[src/rtl/sapm_pkg.sv]
`default_nettype none

package sapm_pkg;

  // first-order low-pass: y = prev + ((FILTER_GAIN * (x - prev)) >>> FILTER_SHIFT)
  localparam int FILTER_GAIN  = 20;
  localparam int FILTER_SHIFT = 8;

  // register reset values
  localparam int  ZERO_OFFSET_RESET    = 2048;
  localparam logic LOWPASS_ENABLE_RESET = 1'b1;
  localparam logic REPORT_ENABLE_RESET  = 1'b0;

  // register indexes on the configuration port
  localparam int CFG_INDEX_BITS = 2;
  localparam logic [CFG_INDEX_BITS-1:0] CFG_ZERO_OFFSET    = 2'd0;
  localparam logic [CFG_INDEX_BITS-1:0] CFG_LOWPASS_ENABLE = 2'd1;
  localparam logic [CFG_INDEX_BITS-1:0] CFG_REPORT_ENABLE  = 2'd2;

  // per-result flags from the tracker
  typedef struct packed {
    logic delay_valid;
    logic amplitude_valid;
    logic report_due;
  } flags_t;

endpackage

`default_nettype wire

[src/rtl/sapm_cfg.sv]
`default_nettype none

module sapm_cfg #(
  parameter int SAMPLE_BITS = 12
) (
  input  wire logic                                 clk,
  input  wire logic                                 rst,
  input  wire logic                                 cfg_write_enable,
  input  wire logic [sapm_pkg::CFG_INDEX_BITS-1:0]  cfg_index,
  input  wire logic [SAMPLE_BITS-1:0]               cfg_data,
  output logic      [SAMPLE_BITS-1:0]               zero_offset,
  output logic                                      lowpass_enable,
  output logic                                      report_enable
);

  localparam logic [SAMPLE_BITS-1:0] OFFSET_RESET =
    SAMPLE_BITS'(sapm_pkg::ZERO_OFFSET_RESET);

  always_ff @(posedge clk) begin
    if (rst) begin
      zero_offset    <= OFFSET_RESET;
      lowpass_enable <= sapm_pkg::LOWPASS_ENABLE_RESET;
      report_enable  <= sapm_pkg::REPORT_ENABLE_RESET;
    end else if (cfg_write_enable) begin
      case (cfg_index)
        sapm_pkg::CFG_ZERO_OFFSET:    zero_offset    <= cfg_data;
        sapm_pkg::CFG_LOWPASS_ENABLE: lowpass_enable <= cfg_data[0];
        sapm_pkg::CFG_REPORT_ENABLE:  report_enable  <= cfg_data[0];
        default: ;
      endcase
    end
  end

endmodule

`default_nettype wire

[src/rtl/sapm_filter.sv]
`default_nettype none

module sapm_filter #(
  parameter int SAMPLE_BITS = 12
) (
  input  wire logic        [SAMPLE_BITS-1:0] sample,
  input  wire logic        [SAMPLE_BITS-1:0] zero_offset,
  input  wire logic                          lowpass_enable,
  input  wire logic signed [SAMPLE_BITS:0]   prev_value,
  output logic      signed [SAMPLE_BITS:0]   value
);

  localparam int DW = SAMPLE_BITS + 2;
  localparam int PW = SAMPLE_BITS + 7;
  localparam logic signed [PW-1:0] GAIN = PW'(sapm_pkg::FILTER_GAIN);

  logic signed [SAMPLE_BITS:0] centred;
  logic signed [DW-1:0]        diff;
  logic signed [PW-1:0]        product;
  logic signed [PW-1:0]        step_wide;
  logic signed [DW-1:0]        smoothed;

  always_comb begin
    centred   = $signed({1'b0, sample}) - $signed({1'b0, zero_offset});
    diff      = $signed({centred[SAMPLE_BITS], centred})
              - $signed({prev_value[SAMPLE_BITS], prev_value});
    product   = $signed({{(PW-DW){diff[DW-1]}}, diff}) * GAIN;
    // arithmetic shift gives the floor
    step_wide = product >>> sapm_pkg::FILTER_SHIFT;
    smoothed  = $signed({prev_value[SAMPLE_BITS], prev_value}) + step_wide[DW-1:0];
    value     = lowpass_enable ? smoothed[SAMPLE_BITS:0] : centred;
  end

endmodule

`default_nettype wire

[src/rtl/sapm_track.sv]
`default_nettype none

module sapm_track #(
  parameter int REPORT_DIVIDE = 10,
  parameter int SAMPLE_BITS   = 12
) (
  input  wire logic                          clk,
  input  wire logic                          rst,
  input  wire logic                          update,
  input  wire logic                          operation,
  input  wire logic signed [SAMPLE_BITS:0]   value,
  input  wire logic        [31:0]            timestamp_ms,
  input  wire logic                          report_enable,
  output logic      signed [SAMPLE_BITS:0]   prev_value,
  output logic      signed [SAMPLE_BITS:0]   filtered_value,
  output logic             [31:0]            delay_ms,
  output logic             [SAMPLE_BITS:0]   amplitude,
  output sapm_pkg::flags_t                   flags
);

  localparam int PKW = SAMPLE_BITS + 2;
  localparam int CW  = $clog2(REPORT_DIVIDE + 1);
  localparam logic [CW-1:0] DIVIDE = CW'(REPORT_DIVIDE);
  localparam logic signed [PKW-1:0] PEAK_MIN_RESET = PKW'(1) <<< SAMPLE_BITS;

  logic signed [PKW-1:0] peak_max;
  logic signed [PKW-1:0] peak_min;
  logic        [31:0]    reference_time;
  logic        [CW-1:0]  report_count;

  logic signed [PKW-1:0] peak_max_next;
  logic signed [PKW-1:0] peak_min_next;
  logic        [CW-1:0]  report_count_next;
  logic signed [PKW-1:0] value_ext;
  logic signed [PKW:0]   span;
  logic        [CW-1:0]  count_up;
  logic                  rising;

  always_comb begin
    value_ext         = $signed({value[SAMPLE_BITS], value});
    span              = $signed({peak_max[PKW-1], peak_max})
                      - $signed({peak_min[PKW-1], peak_min});
    rising            = (prev_value <= 0) && (value > 0);
    count_up          = (report_count < DIVIDE) ? report_count + CW'(1) : report_count;
    peak_max_next     = peak_max;
    peak_min_next     = peak_min;
    report_count_next = report_count;
    filtered_value    = prev_value;
    delay_ms          = '0;
    amplitude         = '0;
    flags             = '0;
    if (operation) begin
      // reference crossing: report amplitude and restart peak tracking
      if (peak_max >= peak_min) begin
        amplitude = span[SAMPLE_BITS+1:1];
      end
      flags.amplitude_valid = 1'b1;
      peak_max_next         = '0;
      peak_min_next         = PEAK_MIN_RESET;
    end else begin
      filtered_value = value;
      if (value_ext > peak_max) begin
        peak_max_next = value_ext;
      end
      if (value_ext < peak_min) begin
        peak_min_next = value_ext;
      end
      if (rising) begin
        delay_ms          = timestamp_ms - reference_time;
        flags.delay_valid = 1'b1;
      end
      report_count_next = count_up;
      if (count_up == DIVIDE && report_enable) begin
        flags.report_due  = 1'b1;
        report_count_next = '0;
      end
    end
  end

  always_ff @(posedge clk) begin
    if (rst) begin
      prev_value     <= '0;
      peak_max       <= '0;
      peak_min       <= PEAK_MIN_RESET;
      reference_time <= '0;
      report_count   <= '0;
    end else if (update) begin
      peak_max     <= peak_max_next;
      peak_min     <= peak_min_next;
      report_count <= report_count_next;
      if (operation) begin
        reference_time <= timestamp_ms;
      end else begin
        prev_value <= value;
      end
    end
  end

endmodule

`default_nettype wire

[src/rtl/sine_amplitude_phase_meter.sv]
`default_nettype none

// an accepted input transaction passes through the input register, then the result
//   register; throughput: one transaction per cycle while out_stall does not hold the
//   result register, set by the single tracker update per item
// reset (rst, synchronous, active high) clears the pipeline valids, the tracker state
//   (peaks, reference time, previous value, decimation count) and loads register defaults

module sine_amplitude_phase_meter #(
  parameter int REPORT_DIVIDE = 10,
  parameter int SAMPLE_BITS   = 12
) (
  input  wire logic                                 clk,
  input  wire logic                                 rst,
  // configuration
  input  wire logic                                 cfg_write_enable,
  input  wire logic [sapm_pkg::CFG_INDEX_BITS-1:0]  cfg_index,
  input  wire logic [SAMPLE_BITS-1:0]               cfg_data,
  // input channel
  input  wire logic                                 in_valid,
  output logic                                      in_stall,
  input  wire logic                                 operation,
  input  wire logic [SAMPLE_BITS-1:0]               sample,
  input  wire logic [31:0]                          timestamp_ms,
  // result channel
  output logic                                      out_valid,
  input  wire logic                                 out_stall,
  output logic signed [SAMPLE_BITS:0]               filtered_value,
  output logic [31:0]                               delay_ms,
  output logic                                      delay_valid,
  output logic [SAMPLE_BITS:0]                      amplitude,
  output logic                                      amplitude_valid,
  output logic                                      report_due
);

  // configuration registers
  logic [SAMPLE_BITS-1:0] zero_offset;
  logic                   lowpass_enable;
  logic                   report_enable;

  // input register
  logic                   s1_valid;
  logic                   s1_operation;
  logic [SAMPLE_BITS-1:0] s1_sample;
  logic [31:0]            s1_timestamp;

  // between filter and tracker
  logic signed [SAMPLE_BITS:0] prev_value;
  logic signed [SAMPLE_BITS:0] value;

  // tracker results ahead of the result register
  logic signed [SAMPLE_BITS:0] res_value;
  logic [31:0]                 res_delay;
  logic [SAMPLE_BITS:0]        res_amplitude;
  sapm_pkg::flags_t            res_flags;

  logic in_take;
  logic advance;

  // the held item moves on when the result register is empty or being emptied
  assign advance  = s1_valid && (!out_valid || !out_stall);
  assign in_stall = s1_valid && out_valid && out_stall;
  assign in_take  = in_valid && !in_stall;

  sapm_cfg #(
    .SAMPLE_BITS (SAMPLE_BITS)
  ) u_cfg (
    .clk              (clk),
    .rst              (rst),
    .cfg_write_enable (cfg_write_enable),
    .cfg_index        (cfg_index),
    .cfg_data         (cfg_data),
    .zero_offset      (zero_offset),
    .lowpass_enable   (lowpass_enable),
    .report_enable    (report_enable)
  );

  always_ff @(posedge clk) begin
    if (rst) begin
      s1_valid <= 1'b0;
    end else if (in_take) begin
      s1_valid <= 1'b1;
    end else if (advance) begin
      s1_valid <= 1'b0;
    end
  end

  // payload capture needs no reset
  always_ff @(posedge clk) begin
    if (in_take) begin
      s1_operation <= operation;
      s1_sample    <= sample;
      s1_timestamp <= timestamp_ms;
    end
  end

  // offset correction and optional low-pass
  sapm_filter #(
    .SAMPLE_BITS (SAMPLE_BITS)
  ) u_filter (
    .sample         (s1_sample),
    .zero_offset    (zero_offset),
    .lowpass_enable (lowpass_enable),
    .prev_value     (prev_value),
    .value          (value)
  );

  // peaks, crossing delay, amplitude and decimation; state moves only on advance
  sapm_track #(
    .REPORT_DIVIDE (REPORT_DIVIDE),
    .SAMPLE_BITS   (SAMPLE_BITS)
  ) u_track (
    .clk            (clk),
    .rst            (rst),
    .update         (advance),
    .operation      (s1_operation),
    .value          (value),
    .timestamp_ms   (s1_timestamp),
    .report_enable  (report_enable),
    .prev_value     (prev_value),
    .filtered_value (res_value),
    .delay_ms       (res_delay),
    .amplitude      (res_amplitude),
    .flags          (res_flags)
  );

  // result register
  always_ff @(posedge clk) begin
    if (rst) begin
      out_valid <= 1'b0;
    end else if (advance) begin
      out_valid <= 1'b1;
    end else if (!out_stall) begin
      out_valid <= 1'b0;
    end
  end

  always_ff @(posedge clk) begin
    if (advance) begin
      filtered_value  <= res_value;
      delay_ms        <= res_delay;
      delay_valid     <= res_flags.delay_valid;
      amplitude       <= res_amplitude;
      amplitude_valid <= res_flags.amplitude_valid;
      report_due      <= res_flags.report_due;
    end
  end

endmodule

`default_nettype wire
[config.mk]
export PLATFORM = sky130hd
export DESIGN_NAME = sine_amplitude_phase_meter
export DESIGN_NICKNAME = d
export VERILOG_FILES = /design/src/rtl/sapm_pkg.sv /design/src/rtl/sapm_cfg.sv /design/src/rtl/sapm_filter.sv /design/src/rtl/sapm_track.sv /design/src/rtl/sine_amplitude_phase_meter.sv
export SDC_FILE = /design/constraint.sdc
export NUM_CORES = 1
export LEC_CHECK = 0
export BUFFER_PORTS_ARGS = -buffer_cell sky130_fd_sc_hd__buf_2
export CAP_MARGIN = 40
export CORE_MARGIN = 2
export CORE_UTILIZATION = 40
export DETAILED_ROUTE_END_ITERATION = 8
export GPL_TIMING_DRIVEN = 0
export SETUP_SLACK_MARGIN = 0.5
export SLEW_MARGIN = 40
export SYNTH_ARGS = -nofsm -noshare
export SYNTH_HDL_FRONTEND = slang
export SYNTH_SLANG_ARGS = --single-unit
export TNS_END_PERCENT = 1
[constraint.sdc]
create_clock -name clk -period 10.3 [get_ports clk]
set_input_delay 1.545 -clock clk [delete_from_list [all_inputs] [get_ports clk]]
set_output_delay 1.545 -clock clk [all_outputs]
set_load 0.01 [all_outputs]
==> summary.md <==
| Metric | Value |
|---|---|
| Status | `finished, final reports clean` |
| Chip height | `180 µm` |
| Vias in the first global route | `9645` |
| Core area | `roughly 31000 µm²` |
| Post-DRT Antenna Nets | `0` |
| Top_reg_cell synth | `edfxtp_1` |
| Sequential area share after synthesis | `40.7%` |
| CTS Buf Count | `17` |
| Crit end category | `flop` |
| XOR/XNOR share of the synthesized area | `around 5.3%` |
| Clock buffer depth | `2` |
| Simple-gate share of the synthesized area | `between 15 and 20%` |
| WL final | `30.5 mm` |
| Adder-cell area share of the yosys netlist | `13.5%` |
| Share of cells above drive strength 1 | `13.2%` |
| DRT iter0 DRCs | `603` |
| Crit path max fanout | `10` |
| TritonCTS clock tree | `built` |
| Reg-to-reg setup timing slack | `1.12 ns` |
| Total GRT Usage | `about a fifth` |
| Area growth, synth to finish | `14.9%` |
| DR WL met3 | `1.20 mm` |
| EDFF count, synth | `106` |
| CP max stage delay | `approximately 0.45 ns` |
| Clk sinks | `around 200` |
| Worst-path clk slew | `~0.09 ns` |
| Post-synth cell types | `80` |
| Async S/R FF share, synth | `0%` |
| Initial antenna violation count | `3` |
| Top Metal Used | `met4` |
| Clock root buffer | `clkbuf_16` |
| Final net count | `1697` |
| WL met2 | `14.1 mm` |
| Placer Congestion | `a little under 0.9` |
| Compound-Gate Fraction of Synth Area | `17.6%` |
| CP dominant cell by count | `ha_1` |
| Min-delay worst type | `reg2reg` |
| Gr ovfl total | `0` |
| Synth Cell Area | `12300 µm²` |
| Resized Gates After CTS | `0` |
| Max-cap violations | `0` |
| Pin slew with the least headroom to its limit | `roughly 0.81 ns` |
| Cell family with most CP delay | `compound AO/OA/AOI/OAI gates` |
| CP required | `10.61 ns` |
| Final setup violation count | `0` |
| Hpwl dp | `23.9 mm` |
| Post-layout min period | `9.18 ns` |
| Die area | `roughly 32000 µm²` |
| H-tree depth | `4` |
| Sum of negative setup slack | `0 ns` |
| Unrepaired setup endpoints after global routing | `false` |
| Via count | `about 10000` |
| Synthesized Nets | `roughly 1600` |
| Initial core utilization | `40.5%` |
| Final period util | `89.1%` |
| Synth Instances | `1357` |
| Largest net degree at the start of global routing | `37` |
| Worst slew margin | `44.6%` |
| Number of I/O port buffers | `approximately 130` |
| Mapped Avg Cell Area | `9.10 µm²` |
| Critical Path AT | `between 9 and 10 ns` |
| Crit-path slowest cell | `mux2i_1` |
| Max frequency | `109 MHz` |
| Site row count | `64` |
| Design Area, Final | `14200 µm²` |
| DR WL/cell | `15.9 µm` |
| Mux cell area share after synthesis | `roughly 1.4%` |
| Worst Skew | `0.0184 ns` |
| Register bit total from synthesis | `198` |
| Largest family of logic cells by synthesized area | `compound AO/OA/AOI/OAI gates` |
| Final Hold Vio Count | `0` |
| DRC | `0` |
| Slew Viols, Final | `0` |
| Crit path launch type | `flop` |
| Clk Latency, worst-skew pair | `around 0.45 ns` |
| Horiz. Die Dim | `around 180 µm` |
| Yosys warnings | `0` |
| Post-CTS Setup Repair Bufs | `0` |
| Area post-placement | `roughly 14000 µm²` |
| WS Path Type | `reg2reg` |
| 1st-pass router iterations | `6` |
| # IOs | `127` |
| First-pass GRT wire length | `49.3 mm` |
| Vias per cell | `5.31` |
| Post-Route M1 WL | `about 15 mm` |
| Hold buffer count at cts | `0` |
| Crit path buffers/inverters | `3` |
[cell type report]
| cell class | instances | area [µm²] |
|---|---|---|
| buffer | 42 | 195 |
| timing repair buffer | 128 | 688 |
| antenna | 3 | 7.51 |
| sequential | 198 | 5020 |
| multi-input combinational | 989 | 6670 |
| fill | 3005 | 16300 |
| clock inverter | 15 | 195 |
| clock buffer | 17 | 425 |
| inverter | 128 | 485 |
| tap | 396 | 495 |
[final timing paths]
check	cells after the start	start	to
max reg2reg	41	s1_sample[0]	u_track.peak_max[4]
min reg2reg	2	u_track.reference_time[15]	u_track.reference_time[15]
max	41	s1_sample[0]	u_track.peak_max[4]
min	2	u_track.reference_time[15]	u_track.reference_time[15]
[synthesized netlist by cell type (all sizes together) (3+ instances only)]
library cell	n	area, µm²
a21o	26	195
fa	5	100
nand2	163	612
nand2b	18	113
ha	124	1550
nor2	124	465
nand4	12	75.1
o21a	13	98.9
edfxtp	106	3180
and3	7	43.8
o31ai	9	72.6
and2	7	43.8
clkbuf	29	109
a21oi	125	626
a311oi	3	26.3
inv	128	480
a31oi	6	37.5
or4	6	48.8
nor3b	5	37.5
xor2	25	219
o21ai	60	300
buf	13	86.3
or2	4	25.0
o32ai	22	200
a31o	4	35.0
nor4	6	37.5
xnor2	50	438
o21bai	6	48.8
nor3	24	131
o311ai	3	43.8
nor2b	16	100
or3b	3	26.3
mux2i	15	163
a211oi	23	178
nand3	28	145
o211ai	6	45.0
a21boi	5	37.5
nand3b	4	30.0
dfxtp	92	1840
a211o	3	26.3
[sequential cells by signal (all words and copies together) (netlist names), 13 cells and up]
name,cells
u_track.peak_min,14
s1_timestamp,32
u_track.prev_value,13
filtered_value,13
u_track.peak_max,13
amplitude,13
u_track.reference_time,32
delay_ms,32
[placed cells by master, fill, tap and decap left out, types with 6 or more instances in the layout]
cell type | Yosys | layout
a211oi_1 | 22 | 22
a21o_1 | 26 | 26
a21oi_1 | 125 | 125
a31oi_1 | 6 | 6
and2_1 | 7 | 7
and3_1 | 7 | 7
buf_2 | 6 | 131
clkbuf_1 | 29 | 29
clkbuf_16 | 0 | 17
clkinv_8 | 0 | 6
dfxtp_1 | 92 | 92
edfxtp_1 | 106 | 106
ha_1 | 124 | 124
inv_1 | 128 | 127
mux2i_1 | 14 | 14
nand2_1 | 163 | 163
nand2b_1 | 18 | 18
nand3_1 | 27 | 27
nand4_1 | 12 | 12
nor2_1 | 124 | 124
nor2b_1 | 16 | 15
nor3_1 | 23 | 22
nor4_1 | 6 | 6
o211ai_1 | 6 | 6
o21a_1 | 12 | 12
o21ai_0 | 59 | 56
o31ai_1 | 8 | 8
o32ai_1 | 21 | 21
xnor2_1 | 50 | 50
xor2_1 | 25 | 25
[per-layer routing]
layer	vias up	global-route usage, %
met5	-	0
met4	0	6.21
met3	39	3.50
met2	253	30.3
met1	4762	25.9
li1	5115	-
[worst min-delay path, stage by stage (launching register included)]
cell and delay (ns):
dfxtp_1 0.31, nand2_1 0.05, a21oi_1 0.05
[cell families (layout without fill, tap and decap cells)]
logic type | Yosys count | count (layout)
simple gates | 432 | 432
compound gates | 336 | 336
flops | 198 | 198
buf+inv | 170 | 330
fa+ha+maj | 130 | 130
xor+xnor | 75 | 75
mux | 16 | 16
other cells | 0 | 3
[per-stage QoR]
step / hold WS (ns) / utilization (%) / worst slack, ns / std cells
after floorplan: 0.424 / - / 2.55 / 1357
after global placement: 0.432 / 44.2 / 0.909 / 1878
after detailed placement: 0.434 / 44.4 / 0.908 / 1881
after CTS: 0.456 / 46.4 / 0.840 / 1913
after global routing: 0.476 / 46.5 / 0.516 / 1916
final: 0.455 / 46.5 / 1.12 / 1916
Power is not shown: default switching activity piles up to over one toggle a cycle in this logic, so the estimate is an artifact.
